<file path="src/ght_pkg.sv">
// Shared types and codes for the generational handle table.
// Holds the fixed field widths, the action codes and the item/result structs.
// No dependencies.
package ght_pkg;

  // Field widths of the stream payload
  localparam int ACTION_W   = 2;
  localparam int HSLOT_W    = 10;
  localparam int HGEN_W     = 16;
  localparam int RECORD_W   = 64;
  localparam int LIVE_CNT_W = 11;

  // Packed stream widths; the tdata widths are padded to whole bytes
  localparam int IN_TUSER_W  = ACTION_W;
  localparam int IN_TDATA_W  = 96;
  localparam int OUT_TDATA_W = 104;

  // Action codes
  localparam logic [ACTION_W-1:0] ACT_ADD    = 2'd0;
  localparam logic [ACTION_W-1:0] ACT_REMOVE = 2'd1;
  localparam logic [ACTION_W-1:0] ACT_LOOKUP = 2'd2;
  localparam logic [ACTION_W-1:0] ACT_CLEAR  = 2'd3;

  typedef struct packed {
    logic [ACTION_W-1:0] action;
    logic [HSLOT_W-1:0]  handle_slot;
    logic [HGEN_W-1:0]   handle_generation;
    logic [RECORD_W-1:0] record_data;
  } ght_item_t;

  typedef struct packed {
    logic                  ok;
    logic [HSLOT_W-1:0]    slot_out;
    logic [HGEN_W-1:0]     generation_out;
    logic [RECORD_W-1:0]   data_out;
    logic [LIVE_CNT_W-1:0] live_count;
  } ght_result_t;

endpackage

</file>
<file path="src/ght_ctrl.sv">
// Sequencer of the handle table: read-modify-write of the slot memory per item,
// free stack control, high-water mark, live count and the clear walk.
// Depends on ght_pkg.
module ght_ctrl import ght_pkg::*; #(
  parameter int SLOTS  = 1024,
  parameter int DATA_W = 64,
  parameter int GEN_W  = 16,
  localparam int AW    = $clog2(SLOTS),
  localparam int CW    = $clog2(SLOTS + 1),
  localparam int MW    = (GEN_W > HGEN_W) ? GEN_W : HGEN_W
) (
  input  logic              clk,
  input  logic              rst_n,
  input  logic              in_valid,
  output logic              in_ready,
  input  ght_item_t         item,
  output logic              res_valid,
  input  logic              res_ready,
  output ght_result_t       res,
  output logic              mem_rd_en,
  output logic [AW-1:0]     mem_rd_addr,
  input  logic              mem_rd_live,
  input  logic [GEN_W-1:0]  mem_rd_gen,
  input  logic [DATA_W-1:0] mem_rd_data,
  output logic              mem_wr_en,
  output logic [AW-1:0]     mem_wr_addr,
  output logic              mem_wr_live,
  output logic [GEN_W-1:0]  mem_wr_gen,
  output logic [DATA_W-1:0] mem_wr_data,
  output logic              fs_pop,
  input  logic [AW-1:0]     fs_pop_data,
  output logic              fs_push,
  output logic [AW-1:0]     fs_push_data,
  output logic              fs_flush,
  input  logic              fs_empty,
  input  logic              fs_full
);

  localparam logic [1:0] S_IDLE = 2'd0;
  localparam logic [1:0] S_POP  = 2'd1;
  localparam logic [1:0] S_EXEC = 2'd2;
  localparam logic [1:0] S_CLR  = 2'd3;

  // control state
  logic [1:0]          state_r, state_nxt;
  logic [CW-1:0]       hw_r, hw_nxt;
  logic [CW-1:0]       live_r, live_nxt;
  logic [CW-1:0]       clr_idx_r, clr_idx_nxt;
  logic                clr_wr_r, clr_wr_nxt;
  // item payload
  logic [ACTION_W-1:0] op_r, op_nxt;
  logic [HGEN_W-1:0]   hgen_r, hgen_nxt;
  logic [DATA_W-1:0]   data_r, data_nxt;
  logic [AW-1:0]       slot_r, slot_nxt;
  logic                oob_r, oob_nxt;
  logic                fail_r, fail_nxt;
  logic                from_stack_r, from_stack_nxt;

  logic                hit;
  logic [CW-1:0]       live_after;

  assign in_ready = (state_r == S_IDLE);
  assign hit      = !oob_r && mem_rd_live && (MW'(hgen_r) == MW'(mem_rd_gen));

  always_comb begin
    state_nxt      = state_r;
    hw_nxt         = hw_r;
    live_nxt       = live_r;
    clr_idx_nxt    = clr_idx_r;
    clr_wr_nxt     = clr_wr_r;
    op_nxt         = op_r;
    hgen_nxt       = hgen_r;
    data_nxt       = data_r;
    slot_nxt       = slot_r;
    oob_nxt        = oob_r;
    fail_nxt       = fail_r;
    from_stack_nxt = from_stack_r;
    live_after     = live_r;
    mem_rd_en      = 1'b0;
    mem_rd_addr    = '0;
    mem_wr_en      = 1'b0;
    mem_wr_addr    = slot_r;
    mem_wr_live    = 1'b0;
    mem_wr_gen     = mem_rd_gen;
    mem_wr_data    = mem_rd_data;
    fs_pop         = 1'b0;
    fs_push        = 1'b0;
    fs_push_data   = slot_r;
    fs_flush       = 1'b0;
    res_valid      = 1'b0;
    res            = '0;

    unique case (state_r)
      // take an item and start its memory read, free stack pop or clear walk
      S_IDLE: begin
        if (in_valid) begin
          op_nxt         = item.action;
          hgen_nxt       = item.handle_generation;
          data_nxt       = DATA_W'(item.record_data);
          oob_nxt        = 1'b0;
          fail_nxt       = 1'b0;
          from_stack_nxt = 1'b0;
          case (item.action) inside
            ACT_ADD: begin
              if (!fs_empty) begin
                fs_pop         = 1'b1;
                from_stack_nxt = 1'b1;
                state_nxt      = S_POP;
              end else if (hw_r < CW'(SLOTS)) begin
                mem_rd_en   = 1'b1;
                mem_rd_addr = AW'(hw_r);
                slot_nxt    = AW'(hw_r);
                state_nxt   = S_EXEC;
              end else begin
                fail_nxt  = 1'b1;
                state_nxt = S_EXEC;
              end
            end
            ACT_REMOVE, ACT_LOOKUP: begin
              mem_rd_en   = 1'b1;
              mem_rd_addr = AW'(item.handle_slot);
              slot_nxt    = AW'(item.handle_slot);
              oob_nxt     = (32'(item.handle_slot) >= 32'(SLOTS));
              state_nxt   = S_EXEC;
            end
            default: begin
              // clear all
              clr_idx_nxt = '0;
              clr_wr_nxt  = 1'b0;
              state_nxt   = S_CLR;
            end
          endcase
        end
      end

      // recycled slot number is out; read that slot
      S_POP: begin
        mem_rd_en   = 1'b1;
        mem_rd_addr = fs_pop_data;
        slot_nxt    = fs_pop_data;
        state_nxt   = S_EXEC;
      end

      // clear walk: read slot i while writing back slot i-1
      S_CLR: begin
        if (clr_wr_r) begin
          mem_wr_en   = 1'b1;
          mem_wr_addr = AW'(clr_idx_r - 1'b1);
          mem_wr_live = 1'b0;
          mem_wr_gen  = mem_rd_live ? mem_rd_gen + 1'b1 : mem_rd_gen;
        end
        if (clr_idx_r < hw_r) begin
          mem_rd_en   = 1'b1;
          mem_rd_addr = AW'(clr_idx_r);
          clr_idx_nxt = clr_idx_r + 1'b1;
          clr_wr_nxt  = 1'b1;
        end else begin
          clr_wr_nxt = 1'b0;
          if (!clr_wr_r) begin
            state_nxt = S_EXEC;
          end
        end
      end

      // finish the item: write back and present the result
      S_EXEC: begin
        res_valid = 1'b1;
        case (op_r) inside
          ACT_ADD: begin
            if (!fail_r) begin
              live_after         = live_r + 1'b1;
              res.ok             = 1'b1;
              res.slot_out       = HSLOT_W'(slot_r);
              res.generation_out = HGEN_W'(mem_rd_gen);
            end
          end
          ACT_REMOVE: begin
            if (hit) begin
              live_after = (live_r != '0) ? live_r - 1'b1 : live_r;
              res.ok     = 1'b1;
            end
          end
          ACT_LOOKUP: begin
            if (hit) begin
              res.ok       = 1'b1;
              res.data_out = RECORD_W'(mem_rd_data);
            end
          end
          default: begin
            live_after = '0;
            res.ok     = 1'b1;
          end
        endcase
        res.live_count = LIVE_CNT_W'(live_after);

        if (res_ready) begin
          state_nxt = S_IDLE;
          live_nxt  = live_after;
          case (op_r) inside
            ACT_ADD: begin
              if (!fail_r) begin
                mem_wr_en   = 1'b1;
                mem_wr_live = 1'b1;
                mem_wr_data = data_r;
                if (!from_stack_r) begin
                  hw_nxt = hw_r + 1'b1;
                end
              end
            end
            ACT_REMOVE: begin
              if (hit) begin
                mem_wr_en   = 1'b1;
                mem_wr_live = 1'b0;
                mem_wr_gen  = mem_rd_gen + 1'b1;
                fs_push     = !fs_full;
              end
            end
            ACT_LOOKUP: begin
            end
            default: begin
              fs_flush = 1'b1;
              hw_nxt   = '0;
            end
          endcase
        end
      end
    endcase
  end

  // control registers
  always_ff @(posedge clk) begin
    if (!rst_n) begin
      state_r   <= S_IDLE;
      hw_r      <= '0;
      live_r    <= '0;
      clr_idx_r <= '0;
      clr_wr_r  <= 1'b0;
    end else begin
      state_r   <= state_nxt;
      hw_r      <= hw_nxt;
      live_r    <= live_nxt;
      clr_idx_r <= clr_idx_nxt;
      clr_wr_r  <= clr_wr_nxt;
    end
  end

  // item payload registers
  always_ff @(posedge clk) begin
    op_r         <= op_nxt;
    hgen_r       <= hgen_nxt;
    data_r       <= data_nxt;
    slot_r       <= slot_nxt;
    oob_r        <= oob_nxt;
    fail_r       <= fail_nxt;
    from_stack_r <= from_stack_nxt;
  end

  // live slots never outnumber the slots handed out from the fresh range
  a_live_le_hw: assert property (@(posedge clk) disable iff (!rst_n)
    live_r <= hw_r)
    else $error("live count above high-water mark");

  a_hw_bound: assert property (@(posedge clk) disable iff (!rst_n)
    hw_r <= CW'(SLOTS))
    else $error("high-water mark beyond table");

  a_fs_excl: assert property (@(posedge clk) disable iff (!rst_n)
    !(fs_pop && fs_push))
    else $error("free stack push and pop together");

  a_clear_walk: assert property (@(posedge clk) disable iff (!rst_n)
    (in_valid && in_ready && (item.action == ACT_CLEAR)) |=> (state_r == S_CLR))
    else $error("clear did not start its walk");

  a_clr_no_result: assert property (@(posedge clk) disable iff (!rst_n)
    (state_r == S_CLR) |-> (!res_valid && !in_ready))
    else $error("result or accept during clear walk");

endmodule

</file>
<file path="config.mk">
export PLATFORM = sky130hd
export DESIGN_NAME = ght_ctrl
export DESIGN_NICKNAME = d
export VERILOG_FILES = /design/src/ght_pkg.sv /design/src/ght_ctrl.sv
export SDC_FILE = /design/constraint.sdc
export NUM_CORES = 1
export LEC_CHECK = 0
export ABC_AREA = 1
export BUFFER_PORTS_ARGS = -buffer_cell sky130_fd_sc_hd__buf_2
export CAP_MARGIN = 0
export CORE_AREA = 2 2 161 163
export DETAILED_ROUTE_END_ITERATION = 16
export DIE_AREA = 0 0 163 165
export PLACE_DENSITY = 0.68
export SLEW_MARGIN = 20
export SYNTH_ARGS = -nofsm -noshare
export SYNTH_HDL_FRONTEND = slang
export SYNTH_SLANG_ARGS = --single-unit
</file>
<file path="constraint.sdc">
create_clock -name clk -period 10.95 [get_ports clk]
set_input_delay 1.095 -clock clk [delete_from_list [all_inputs] [get_ports clk]]
set_output_delay 1.095 -clock clk [all_outputs]
set_load 0.01 [all_outputs]
</file>
## Yosys cells after proc, flatten, opt, wreduce, memory -nomap -nowiden

Cells that the tools add are included.
Widths: inputs -> output; s select.

- Add/subtract/negate cells: 6
- Order comparisons: 2
- Equality and inequality tests: 22
- Muxes and demuxes: 97
- Reduce and logical (&&, ||, !) cells: 17

Operators with widths:

| kind | number |
|---|---|
| $mux 64 | 8 |
| $mux 11 | 15 |
| $mux 10 | 13 |
| $mux 102 | 1 |
| $mux 16 | 6 |
| $mux 1 | 38 |
| $add 11x1->11 const B | 3 |
| $pmux 16 s2 | 1 |
| $pmux 10 s3 | 1 |
| $mux 27 | 1 |
| $mux 26 | 1 |
| $ne 2x2->1 const B | 11 |
| $pmux 11 s2 | 1 |
| $pmux 10 s2 | 1 |
| $add 16x1->16 const B | 1 |
| $eq 16x16->1 | 1 |
| $mux 2 | 6 |
| $lt 11x11->1 | 1 |
| $lt 11x11->1 const B | 1 |
| $reduce_bool 11->1 | 1 |
| $sub 11x1->11 const B | 1 |
| $reduce_and 5->1 | 2 |
| $sub 10x1->10 const B | 1 |
| $eq 2x2->1 const B | 4 |
| 15 further kinds | 24 |

- Register bits after elaboration: 130
- Input port bits: 189
- Word-level logic and storage cells: 155

## Logic depth before layout (Yosys ltp)

- Depth in word-level cells: 7
- Gate-level depth with buffers: 17
- Depth with buffers taken out: 16

## Worst setup path after synthesis

No wires, ideal clock.

- Kind: input to output
- Start point: input port in_valid
- End point: output port mem_rd_addr[0]
- Arrival: 4.208 ns
- Required time: 9.855 ns
- Setup slack: 5.647 ns
- Stages: 5
- Cell sequence: inv_1 > nor2_1 > clkbuf_1 > nand2_1 > o211ai_1

- Longest elaborated chain between the ends: 2

RTL lines:

| element | line | text |
|---|---|---|
| start, declared | ght_ctrl.sv:14 | `input logic in_valid,` |
| $mux 10 | ght_ctrl.sv:96 | `if (in_valid) begin` |
| $pmux 10 s3 | ght_ctrl.sv:93 | `unique case (state_r)` |
| end, declared | ght_ctrl.sv:21 | `output logic [AW-1:0] mem_rd_addr,` |

Every way passes these cells.

## Worst setup path in the final report

- Start point: register op_r[0]
- End point: output port mem_wr_data[12]

- Longest elaborated chain between the ends: 4

RTL lines:

| element | line | text |
|---|---|---|
| start, declared | ght_ctrl.sv:51 | `logic [ACTION_W-1:0] op_r, op_nxt;` |
| start signal, assigned | ght_ctrl.sv:249 | `op_r <= op_nxt;` |
| $logic_not 2->1 (no line) | -- |  |
| $mux 64 | ght_ctrl.sv:199 | `case (op_r) inside` |
| $mux 64 | ght_ctrl.sv:196 | `if (res_ready) begin` |
| $mux 64 | ght_ctrl.sv:93 |  |
| end, declared | ght_ctrl.sv:29 | `output logic [DATA_W-1:0] mem_wr_data,` |

Every way passes these cells.

==> run summary <==
Final slew viol count: 0
Met2 GRT Util: 45.8%
Clock-pin slew of the registers on the worst-case setup and hold paths: 0.07 ns
WL/cell: 18.6 um
RR Startpoint: state_r[1]
Layout cells sized above 1: 30.0%
RSZ-0062 raised after global routing: no
Max Clock Skew: 0.0195 ns
Antenna viol nets, final: 0
Netlist cell types: 46
Worst Setup Path Type: flip-flop to output port
Synth area leader: edfxtp_1
Max Fclk: 178 MHz
Proportion of power drawn by the clock network: 38.2%
Pwr Density: 121 nW/um2
Gr usage total: 28.4%
Post-DP Area: 12200 um2
Tcrit/Tclk final: 51.3%
Filler instances: 2556
Worst flop-to-flop path endpoint: hw_r[9]
Hold Path Origin: clr_wr_r
Worst-Skew Late Latency: 0.42 ns
GPL Wtd Cong: 0.975
R2r setup slk: 7.93 ns
Pin count of the biggest net entering global routing: 111
Cts bufs inserted: 17
Mapped cell area: 10000 um2
Switching share of power: 33.6%
Final instance area: 12800 um2
CP Data Required Time: 9.86 ns
Critical Path End: mem_wr_data[12]
Crit Path Max Fanout: 72
CTS Sinks: 130
GR Util met1: 36.7%
DR vias/cell: 5.27
Placed Instances: 2119
First-pass GRT wire length: 57800 um
Worst EP arrival: 4.53 ns
Max VDD drop: 0.0000657 V
Congestion Overflow GR: 0
Die X: 163 um
Least-Margin Pin Slew: 1.11 ns
Drc violations: 0
Final WL: 40100 um
Post-Syn Area per Cell: 6.95 um2
Period minus WS final: 5.62 ns
Vias in the first global route: 10300
Cell mode on critical path: inv_1
Max-cap violations: 0
Setup TNS: 0 ns
Cells after synthesis: 1445
Internal Pwr Total: 1.03 mW
Static leakage: 6.27 nW
Core area: 25000 um2
Synthesized flop and latch total: 130
Synth top cells by count: 402 x nand2_1, 200 x inv_1, 112 x o21ai_0, 99 x nor2_1, 96 x nand3_1
Initial Utilization: 40.1%
Initial antenna violation count: 3
Met3 Track Usage GR: 6.98%
CP startpoint: op_r[0]
Synth Net Count: 1656
Min Hold Slack: 0.521 ns
Longest Clk Path Bufs: 2
Synth area leaders: edfxtp_1 28%, nand2_1 15%, inv_1 7.5%, dfxtp_1 7.2%, nor3_2 6.3%
Non-filler cells, final: 2155
CTS tree: done
Yosys top cell area share: 28.1%
Setup Viol. Count Final: 0
Gate power share: 23.1%
Port bufs: 408
Number of synthesized flops with an enable pin: 94
Slew Limit Headroom: 26.2%
Sequential power share: 38.6%
CTS H-tree lvls: 4
Via count: 11400
Detailed Place HPWL: 31400 um
Synth Flop Type: edfxtp_1
CP Launch Type: flip-flop
Final hold viol count: 0
Io pins: 409
Die area: 26900 um2
Most common cell in the netlist: nand2_1
Final #Nets: 2020
Row count: 58
Yosys warnings: 0
Post-CTS Setup Inserts: 0
DR iter-0 viols: 1131
Hold-fix buffers, CTS: 0
Syn-to-layout area delta: 27.5%
Switching power: 0.521 mW
GR peak layer: met2
Post-synth ARST share: 0%
Status: completed
Slowest cell on crit path: nor2_4
Die Height: 165 um
Worst reg2reg path depth: 6
CP max stage delay: 0.64 ns
Post-synthesis sequential area ratio: 35.3%
CTS resizes: 0
Root Driver: clkbuf_16
CP Cell Sequence: inv_1 > ha_1 > inv_2 > nor2_2 > inv_1 > nor2_4 > buf_4 > nand2_1 > o21ai_0 > buf_2
Min-Delay Path Class: flip-flop to flip-flop
TritonRoute pass-1 iters: 6
CP Capture Type: output port
final cells by class:
type                       instances  area (um2)  area share [%]
timing repair buffer             412        2090            16.3
antenna                            3        7.51          0.0586
tap                              330         413            3.22
multi-input combinational       1027        5330            41.6
clock inverter                    15         173            1.35
clock buffer                      17         425            3.32
inverter                         221         830            6.48
sequential                       130        3540            27.7
worst min-delay path by stage:
stage | end | depth (start not counted)
floorplan | clr_wr_r | 2
global placement | clr_wr_r | 2
detailed placement | clr_wr_r | 2
CTS | clr_wr_r | 2
global route | hw_r[0] | 2
finish | clr_wr_r | 2
layout by cell type, fill, tap and decap left out, drive strengths merged, types with 5 or more instances in the layout:
cell type  instances
buf              412
nand2            408
inv              223
o21ai            124
nor3             109
nor2             108
nand3            100
edfxtp            94
a21oi             59
dfxtp             36
ha                22
nand4             22
xor2              20
clkbuf            17
o211ai            14
o22ai             10
clkinv            10
xnor2              6
nand3b             5
stage by stage:
step	power [mW]	setup slack, ns	util [%]
floorplan	0.817	5.65	-
global placement	0.960	5.53	48.6
detailed placement	0.962	5.34	48.6
CTS	1.56	4.89	51.0
global route	1.62	4.97	51.1
finish	1.55	5.33	51.2
cell families (layout without fill, tap and decap cells):
kind of cell	count (synthesis)	after routing	synth area share (%)
AO/OA/AOI/OAI	220	220	11.8
XOR/XNOR	26	26	2.27
adder cells (fa/ha/maj)	22	22	2.74
buffers and inverters	288	665	12.0
flip-flops	130	130	35.3
other	0	3	0
AND/OR/NAND/NOR	759	759	35.9
metal layers:
layer / part of all wire (%) / vias to the layer above
li1: - / 5474
met1: 41 / 5161
met2: 46 / 650
met3: 9.9 / 78
met4: 3.1 / 4
met5: 0.062 / -
state kept, by name, summed over array words and instances (netlist names), 2 cells and up:
signal / count
clr_idx_r: 11
data_r: 64
fs_push_data: 10
hgen_r: 16
hw_r: 11
live_r: 11
op_r: 2
state_r: 2
power by group through the flow:
stage / clock [mW] / combinational, mW / sequential (mW)
after global placement: 0 / 0.351 / 0.609
after CTS: 0.602 / 0.355 / 0.599
after global routing: 0.623 / 0.394 / 0.603
after floorplan: 0 / 0.218 / 0.599
after detailed placement: 0 / 0.353 / 0.609
final: 0.593 / 0.359 / 0.600
worst max-delay path, delay by kind of cell (launching register included):
family	cells	cell delay (ns)
AO/OA/AOI/OAI	1	0.17
adder cells (fa/ha/maj)	1	0.59
buffers and inverters	5	1.70
flip-flops	1	0.42
AND/OR/NAND/NOR	3	1.18
Power figures use the tool's default switching activity.
